## config.mk

```make
export PLATFORM = sky130hd
export DESIGN_NAME = sce_ctrl
export DESIGN_NICKNAME = d
export VERILOG_FILES = /design/src/hw/rtl/sce_pkg.sv /design/src/hw/rtl/sce_ctrl.sv
export SDC_FILE = /design/constraint.sdc
export NUM_CORES = 1
export LEC_CHECK = 0
export ABC_AREA = 1
export BUFFER_PORTS_ARGS = -buffer_cell sky130_fd_sc_hd__buf_2
export CORE_MARGIN = 4
export CORE_UTILIZATION = 31
export DETAILED_ROUTE_END_ITERATION = 10
export GPL_ROUTABILITY_DRIVEN = 0
export GPL_TIMING_DRIVEN = 0
export HOLD_SLACK_MARGIN = 0.15
export PLACE_DENSITY_LB_ADDON = 0.15
export SLEW_MARGIN = 20
export SYNTH_ARGS = -nofsm -noshare
export SYNTH_HDL_FRONTEND = slang
export SYNTH_SLANG_ARGS = --single-unit
```

## constraint.sdc

```tcl
create_clock -name clk -period 1.5 [get_ports clk]
set_clock_uncertainty 0.2 [all_clocks]
set_input_delay 0.15 -clock clk [delete_from_list [all_inputs] [get_ports clk]]
set_output_delay 0.15 -clock clk [all_outputs]
set_load 0.05 [all_outputs]
```

## src/hw/rtl/sce_pkg.sv

```systemverilog
package sce_pkg;

    localparam int CNT_W      = 7;
    localparam int LABEL_W    = 6;
    localparam int LOGIT_W    = 16;
    localparam int PROB_W     = 16;
    localparam int GRAD_W     = 16;
    localparam int BATCH_W    = 16;
    localparam int CFG_DATA_W = 16;
    localparam int E_W        = 31;   // exp value, Q30 up to 1.0
    localparam int Y_W        = 33;   // d * log2(e)
    localparam int Z_W        = 30;   // f * ln2, Q30
    localparam int K_W        = 3;    // series term counter
    localparam int RECIP_W    = 32;
    localparam int Q_W        = 17;   // quotient bits of the serial divider

    localparam logic [16:0]        LOG2E_Q16 = 17'd94548;
    localparam logic [Z_W-1:0]     LN2_Q30   = 30'd744261118;
    localparam logic [E_W-1:0]     ONE_Q30   = 31'h4000_0000;
    localparam logic [K_W-1:0]     K_FIRST   = 3'd6;
    localparam logic [K_W-1:0]     K_LAST    = 3'd1;

    localparam logic [CNT_W-1:0]   ROW_LENGTH_RST = 7'd16;
    localparam logic [BATCH_W-1:0] BATCH_SIZE_RST = 16'd1;

    typedef enum logic
    {
        CFG_ROW_LENGTH = 1'b0,
        CFG_BATCH_SIZE = 1'b1
    } cfg_index_t;

    typedef struct packed
    {
        logic signed [LOGIT_W-1:0] logit;
        logic [LABEL_W-1:0]        label;
    } item_t;

    typedef struct packed
    {
        logic [PROB_W-1:0]        probability;
        logic signed [GRAD_W-1:0] gradient;
        logic [LABEL_W-1:0]       class_index;
        logic                     row_last;
    } result_t;

    typedef struct packed
    {
        logic load;
        logic idx_clr;
        logic idx_inc;
        logic sum_clr;
        logic max_upd;
        logic exp_start;
        logic e_write;
        logic div_p_start;
        logic p_latch;
        logic div_g_start;
        logic g_latch;
        logic emit;
    } sce_cmd_t;

    typedef struct packed
    {
        logic row_done;
        logic idx_last;
        logic exp_done;
        logic div_done;
        logic out_free;
    } sce_stat_t;

    typedef enum logic [3:0]
    {
        ST_IDLE,
        ST_MAX_RD,
        ST_MAX_CMP,
        ST_EXP_RD,
        ST_EXP_GO,
        ST_EXP_WAIT,
        ST_P_RD,
        ST_P_GO,
        ST_P_WAIT,
        ST_G_GO,
        ST_G_WAIT,
        ST_EMIT
    } ctrl_state_t;

    typedef enum logic [2:0]
    {
        EX_IDLE,
        EX_FRAC,
        EX_MUL,
        EX_RECIP,
        EX_CORR,
        EX_OUT
    } exp_state_t;

    // floor((2^32 - 1) / k): undershoots the true quotient by at most one
    function automatic logic [RECIP_W-1:0] recip(input logic [K_W-1:0] k);
        logic [RECIP_W-1:0] m;
        case (k)
            3'd1:    m = 32'hFFFF_FFFF;
            3'd2:    m = 32'h7FFF_FFFF;
            3'd3:    m = 32'h5555_5555;
            3'd4:    m = 32'h3FFF_FFFF;
            3'd5:    m = 32'h3333_3333;
            3'd6:    m = 32'h2AAA_AAAA;
            default: m = 32'hFFFF_FFFF;
        endcase
        return m;
    endfunction

endpackage

```

## src/hw/rtl/sce_ctrl.sv

```systemverilog
module sce_ctrl (
    input  logic               clk,
    input  logic               rst_n,
    input  logic               item_valid,
    output logic               item_ready,
    input  sce_pkg::sce_stat_t stat,
    output sce_pkg::sce_cmd_t  cmd
);

    sce_pkg::ctrl_state_t state_reg, state_next;

    always_comb
    begin
        state_next = state_reg;
        case (state_reg)
            sce_pkg::ST_IDLE:
                if (item_valid && stat.row_done) state_next = sce_pkg::ST_MAX_RD;
            sce_pkg::ST_MAX_RD:  state_next = sce_pkg::ST_MAX_CMP;
            sce_pkg::ST_MAX_CMP:
                state_next = stat.idx_last ? sce_pkg::ST_EXP_RD : sce_pkg::ST_MAX_RD;
            sce_pkg::ST_EXP_RD:  state_next = sce_pkg::ST_EXP_GO;
            sce_pkg::ST_EXP_GO:  state_next = sce_pkg::ST_EXP_WAIT;
            sce_pkg::ST_EXP_WAIT:
                if (stat.exp_done)
                    state_next = stat.idx_last ? sce_pkg::ST_P_RD : sce_pkg::ST_EXP_RD;
            sce_pkg::ST_P_RD:    state_next = sce_pkg::ST_P_GO;
            sce_pkg::ST_P_GO:    state_next = sce_pkg::ST_P_WAIT;
            sce_pkg::ST_P_WAIT:
                if (stat.div_done) state_next = sce_pkg::ST_G_GO;
            sce_pkg::ST_G_GO:    state_next = sce_pkg::ST_G_WAIT;
            sce_pkg::ST_G_WAIT:
                if (stat.div_done) state_next = sce_pkg::ST_EMIT;
            sce_pkg::ST_EMIT:
                if (stat.out_free)
                    state_next = stat.idx_last ? sce_pkg::ST_IDLE : sce_pkg::ST_P_RD;
            default:             state_next = sce_pkg::ST_IDLE;
        endcase
    end

    always_comb
    begin
        cmd        = '0;
        item_ready = 1'b0;
        case (state_reg)
            sce_pkg::ST_IDLE:
            begin
                item_ready  = 1'b1;
                cmd.load    = item_valid;
                cmd.idx_clr = item_valid && stat.row_done;
            end
            sce_pkg::ST_MAX_CMP:
            begin
                cmd.max_upd = 1'b1;
                cmd.idx_clr = stat.idx_last;
                cmd.sum_clr = stat.idx_last;
                cmd.idx_inc = !stat.idx_last;
            end
            sce_pkg::ST_EXP_GO:  cmd.exp_start = 1'b1;
            sce_pkg::ST_EXP_WAIT:
            begin
                cmd.e_write = stat.exp_done;
                cmd.idx_clr = stat.exp_done && stat.idx_last;
                cmd.idx_inc = stat.exp_done && !stat.idx_last;
            end
            sce_pkg::ST_P_GO:    cmd.div_p_start = 1'b1;
            sce_pkg::ST_P_WAIT:  cmd.p_latch = stat.div_done;
            sce_pkg::ST_G_GO:    cmd.div_g_start = 1'b1;
            sce_pkg::ST_G_WAIT:  cmd.g_latch = stat.div_done;
            sce_pkg::ST_EMIT:
            begin
                cmd.emit    = stat.out_free;
                cmd.idx_clr = stat.out_free && stat.idx_last;
                cmd.idx_inc = stat.out_free && !stat.idx_last;
            end
            default:             cmd = '0;
        endcase
    end

    always_ff @(posedge clk or negedge rst_n)
    begin
        if (!rst_n)
        begin
            state_reg <= sce_pkg::ST_IDLE;
        end
        else
        begin
            state_reg <= state_next;
        end
    end

endmodule

```

==> impl_metrics.yaml, run 1 <==
outcome:
  outcome: "finished with violations"
  violations: "negative setup slack"
hold_path:
  hold_path_startpoint: "stat[3]"
  hp-class: "in2reg"
  min_to: "state_reg[1]$_DFFE_PN0P_"
  min_path_cells: 5
sta:
  setup_ws_ns: -0.265
  setup_viol_count_final: 16
  worstMarginPinSlew_ns: 0.209
  grt_setup_unrepaired: "true"
  slew_viol_final: 0
  fin_setup_tns_ns: -2.04
  max_freq_mhz: 567
  fin_crit_sh_pct: 118
  slew_headroom_pct: 86.0
  layout_min_cycle_time_ns: 1.76
  finalHoldViolations: 0
finish:
  seqCellArea_sq_um: 104
  largest_reg_flops: 4
  multi_input_area_sq_um: 415
  final_util_pct: 71.3
  syn2layout_area_growth_pct: 119
  layout-drive-gt1-share_pct: 61.8
  design_area_sq_um: 1060
  final_nets: 140
  n_fill_cell: 106
  antenna_cells: 0
logic_synthesis:
  syn_area_per_cell_sq_um: 5.58
  synth_seq_cells: 4
  yosysWarnings: 0
  syn_inst: 87
  ys_seq_area_share_pct: 20.6
  syn_nets: 95
  syn-cell-area_sq_um: 485
  yosysUniqueCellTypes: 16
power_and_ir_drop:
  irDropWorstVdd_v: 0.000932
  p_leak_nw: 0.585
  power_density_nw_per_um2: 1850
cts:
  worstSkewPairLatency_ns: 0.24
  root_buffer: "clkbuf_4"
  cts_max_level: 1
  numCtsBuffers: 3
  cts_buffer_depth: 2
  path_clk_slew_ns: 0.04
  cts_sinks: 4
  cts_tree: "yes"
placed_design:
  post-dp-hpwl_um: 1040
  port-buffer-count: 20
  placed_area_sq_um: 658
global_routing:
  grt.total_usage_pct: 15.9
  grt.overflow.total: 0
  grt_max_degree: 9
  antenna_found_initial: 0
  grt_first_pass_wirelength_um: 2530
  grt_pass1_vias: 640
drt:
  wirelength_um: 1740
  first_pass_iters: 4
  routedWlPerCell_um: 11.8
  vias_per_cell: 4.82
  antenna_left: 0
  drcViolationCount: 0
  drt_iter0_drc: 15
  num_vias: 709
worst_setup_path:
  crit_top_cell: "nand2_2"
  cp_cell_sequence: "inv_4 > nand2_4 > nor2_4 > nand2_2 > nand3_2 > nand2_2 > o21ai_2 > buf_6"
  rr_endpoint: "state_reg[2]$_DFFE_PN0P_"
  slowest_delay_ns: 0.45
  start_kind: "flop"
  critical_path_class: "reg2out"
  crit_required_ns: 1.15
  r2r_cells: 9
  rrSetupSlack_ns: -0.04
  reg2reg_from: "state_reg[0]$_DFFE_PN0P_"
  path_max_fanout: 5
  crit_arrival_ns: 1.41
  startpoint: "state_reg[1]$_DFFE_PN0P_"
  cp_slowest_cell: "dfrtp_2"
  crit_path_end_kind: "output port"
die:
  die_area_sq_um: 2260
  boundaryPins: 21
  num_rows: 14
  start_util_pct: 32.6
  die_h_um: 47.6
  fp.coreArea_sq_um: 1490
  die_w_um: 47.6
run:
  drv_cap: 0
==> through the flow <==
| step | worst slack [ns] | cells | power, mW | hold WS, ns |
|---|---|---|---|---|
| floorplan | -0.135 | 87 | 1.02 | -0.346 |
| global placement | -0.226 | 123 | 1.19 | -0.242 |
| detailed placement | -0.224 | 123 | 1.20 | -0.240 |
| CTS | -0.244 | 144 | 1.71 | 0.164 |
| global route | -0.333 | 147 | 2.08 | 0.197 |
| finish | -0.265 | 147 | 1.96 | 0.185 |
==> report_power, final <==
part           switching, mW  internal, mW  total (mW)
Combinational          0.922         0.678        1.60
Clock                 0.0451        0.0998       0.145
Sequential            0.0585         0.155       0.213
==> final cells by class <==
| class | count | share of cell area [%] |
|---|---|---|
| buffer | 1 | 1.06 |
| clock buffer | 4 | 2.48 |
| inverter | 21 | 8.02 |
| multi-input combinational | 61 | 39.2 |
| sequential | 4 | 9.79 |
| tap | 16 | 1.89 |
| timing repair buffer | 40 | 37.6 |
==> metal layers <==
layer	global-route usage, %	part of all wire (%)	vias to the layer above
met3	3.76	6.9	4
met4	4.30	1.4	0
met2	32.1	55	31
li1	-	-	346
met5	0	0	-
met1	15.8	37	328
==> logic make-up (layout without fill, tap and decap cells) <==
kind of cell | after synthesis | count (layout) | synth area share (%)
buffers and inverters | 22 | 66 | 18.6
AND/OR/NAND/NOR | 55 | 55 | 53.3
flip-flops | 4 | 4 | 20.6
AO/OA/AOI/OAI | 6 | 6 | 7.48
==> placed cells by master, fill, tap and decap left out, drive strengths merged <==
cell,instances
dlygate4sd3,5
nor2,14
nor4,1
o21ai,5
dfrtp,4
nor3,1
inv,20
o21bai,1
buf,36
clkinvlp,1
nand2,32
nand3,7
clkbuf,4
==> synthesized netlist by cell type <==
cell type / instances / area [sq um]
nand2_1: 28 / 105
inv_1: 18 / 67.6
nor2_1: 10 / 37.5
dfrtp_1: 4 / 100
nand2_2: 4 / 25.0
nand3_2: 4 / 40.0
nor2_2: 4 / 25.0
inv_2: 3 / 11.3
nand3_1: 3 / 15.0
o21ai_0: 2 / 10.0
o21ai_1: 2 / 10.0
buf_6: 1 / 11.3
nor3_1: 1 / 5.00
nor4_1: 1 / 6.26
o21ai_2: 1 / 8.76
o21bai_1: 1 / 7.51
==> how the worst max path moves through the flow <==
stage / to / slack, ns / cells after the start
3_5_place_dp: cmd[9] / -0.22 / 8
5_1_grt: cmd[10] / -0.33 / 8
2_1_floorplan: cmd[10] / -0.13 / 3
3_3_place_gp: cmd[9] / -0.23 / 8
4_1_cts: cmd[10] / -0.24 / 8
6_report: cmd[10] / -0.26 / 8
==> critical path, delay by kind of cell, from the launching register on <==
family / cells / cell delay [ns]
buffers and inverters: 2 / 0.26
DFF: 1 / 0.45
AOI/OAI and AO/OA: 1 / 0.06
and+or+nand+nor: 5 / 0.39
==> what timing repair did <==
item,in CTS,in global routing
hold endpoints to repair,6,0
endpoints found under the setup margin,13,17
hold buffers,5,0
pin swaps,2,6
resized for setup,46,13
buffers inserted,12,3
No activity file was read; power rests on OpenSTA's default activity.
==> run 2: changes to the inputs <==
--- a/config.mk
+++ b/config.mk
@@ -6,15 +6,14 @@
 export NUM_CORES = 1
 export LEC_CHECK = 0
 export ABC_AREA = 1
-export BUFFER_PORTS_ARGS = -buffer_cell sky130_fd_sc_hd__buf_2
 export CORE_MARGIN = 4
 export CORE_UTILIZATION = 31
 export DETAILED_ROUTE_END_ITERATION = 10
+export DONT_BUFFER_PORTS = 1
 export GPL_ROUTABILITY_DRIVEN = 0
 export GPL_TIMING_DRIVEN = 0
 export HOLD_SLACK_MARGIN = 0.15
 export PLACE_DENSITY_LB_ADDON = 0.15
-export SLEW_MARGIN = 20
 export SYNTH_ARGS = -nofsm -noshare
 export SYNTH_HDL_FRONTEND = slang
 export SYNTH_SLANG_ARGS = --single-unit
==> impl_metrics.yaml, run 2 (synthesized netlist as in run 1, its figures left out) <==
global_routing:
  antenna_found_initial: 0
  grt_max_degree: 8
  grt_pass1_vias: 529
  grt_first_pass_wirelength_um: 2220
  grt.overflow.total: 0
  grt.total_usage_pct: 13.9
cts:
  cts_max_level: 1
  cts_buffer_depth: 2
  cts_tree: "yes"
  cts_sinks: 4
  worstSkewPairLatency_ns: 0.23
  numCtsBuffers: 3
  root_buffer: "clkbuf_4"
  path_clk_slew_ns: 0.04
finish:
  largest_reg_flops: 4
  antenna_cells: 0
  final_util_pct: 61.1
  final_nets: 123
  layout-drive-gt1-share_pct: 59.6
  n_fill_cell: 143
  syn2layout_area_growth_pct: 87.4
  layout_commonest_cell: "nand2_1"
  layout_common_cells: "nand2_1 (19), buf_4 (11), nand2_2 (10), inv_1 (9), nor2_4 (8)"
  final_cells: 130
power_and_ir_drop:
  swShare_pct: 57.7
  power.switching_mw: 0.987
  irDropWorstVdd_v: 0.000780
  clockPowerShare_pct: 8.2
  p_leak_nw: 0.431
  comb_power_share_pct: 79.1
  power_frac_seq_pct: 12.7
  power_density_nw_per_um2: 1880
  p_int_mw: 0.725
sta:
  setup_ws_ns: -0.291
  fin_crit_sh_pct: 119
  layout_min_cycle_time_ns: 1.79
  slew_viol_final: 0
  slew_headroom_pct: 51.0
  grt_setup_unrepaired: "true"
  worstMarginPinSlew_ns: 0.730
  setup_viol_count_final: 17
  finalHoldViolations: 0
  max_freq_mhz: 558
drt:
  vias_per_cell: 4.59
  wirelength_um: 1500
  drt_iter0_drc: 3
  drcViolationCount: 0
  num_vias: 597
  routedWlPerCell_um: 11.5
  first_pass_iters: 4
  antenna_left: 0
outcome:
  outcome: "finished with violations"
  violations: "negative setup slack"
die:
  die_w_um: 47.6
  start_util_pct: 32.6
  die_area_sq_um: 2260
  die_h_um: 47.6
  num_rows: 14
  boundaryPins: 21
  fp.coreArea_sq_um: 1490
worst_setup_path:
  start_kind: "flop"
  crit_path_end_kind: "output port"
  path_max_fanout: 7
  crit_arrival_ns: 1.44
  critical_path_class: "reg2out"
  crit_required_ns: 1.15
placed_design:
  port-buffer-count: 0
  post-dp-hpwl_um: 1010
  dpl.cell_count: 103
hold_path:
  hp-class: "in2reg"
run:
  drv_cap: 0
==> run 2: cell types whose count changed in the layout (fill, tap and decap cells not counted), sizes merged <==
| cell | previous run | this run |
|---|---|---|
| buf | 36 | 18 |
| dlygate4sd3 | 5 | 6 |
| inv | 20 | 14 |
| clkinvlp | 1 | 7 |
==> run 2: power groups by stage <==
stage	Clock [mW]	Sequential, mW	Combinational (mW)
floorplan	0	0.196	0.822
global placement	0	0.207	0.920
detailed placement	0	0.208	0.918
CTS	0.150	0.212	1.15
global route	0.163	0.223	1.46
finish	0.141	0.217	1.35
==> run 2: worst max-delay path, cell delays in order (launching register included) <==
cell	delay, ns
dfrtp_1	0.36
buf_6	0.15
nor4_4	0.69
==> run 2: stage by stage <==
| stage | instance area, sq um | hold slack (ns) | power (mW) | setup TNS, ns | setup slack (ns) |
|---|---|---|---|---|---|
| after floorplan | 538 | -0.346 | 1.02 | -0.144 | -0.135 |
| after global placement | 558 | -0.346 | 1.13 | -0.872 | -0.263 |
| after detailed placement | 558 | -0.345 | 1.13 | -0.924 | -0.269 |
| after CTS | 790 | 0.209 | 1.51 | -2.48 | -0.296 |
| after global routing | 910 | 0.229 | 1.85 | -3.83 | -0.344 |
| final | 910 | 0.196 | 1.71 | -2.65 | -0.291 |
==> run 2: worst paths after layout <==
check | slack, ns | endpoint | cells past startpoint | start
max | -0.29 | cmd[1] | 2 | state_reg[0]$_DFFE_PN0P_
min | 0.20 | state_reg[1]$_DFFE_PN0P_ | 5 | stat[4]
max reg2reg | -0.23 | state_reg[2]$_DFFE_PN0P_ | 11 | state_reg[3]$_DFFE_PN0P_
min reg2reg | 0.45 | state_reg[0]$_DFFE_PN0P_ | 3 | state_reg[2]$_DFFE_PN0P_
max in group asynchronous | 0.39 | state_reg[3]$_DFFE_PN0P_ | 2 | rst_n
min in group asynchronous | 0.52 | state_reg[0]$_DFFE_PN0P_ | 2 | rst_n
==> run 2: timing repair <==
| action | in CTS | in global routing |
|---|---|---|
| hold buffers | 6 | 0 |
| endpoints found under the setup margin | 13 | 17 |
| buffers inserted | 8 | 9 |
| pin swaps | 7 | 5 |
| hold endpoints to repair | 8 | 0 |
| gates resized for setup | 23 | 16 |
==> run 2: final cells by class <==
type	count	area, sq um	share of cell area, %
multi-input combinational	61	430	47.3
timing repair buffer	23	210	23.1
inverter	21	108	11.8
sequential	4	104	11.4
clock buffer	4	26.3	2.89
tap	16	20.0	2.20
buffer	1	11.3	1.24
==> run 2: per-layer routing <==
| metal | vias up | share of wire (%) | global-route usage [%] |
|---|---|---|---|
| met5 | - | 0 | 0 |
| met4 | 0 | 0 | 4.30 |
| met3 | 0 | 7.1 | 6.02 |
| met2 | 16 | 50 | 23.3 |
| met1 | 267 | 43 | 16.1 |
| li1 | 314 | - | - |
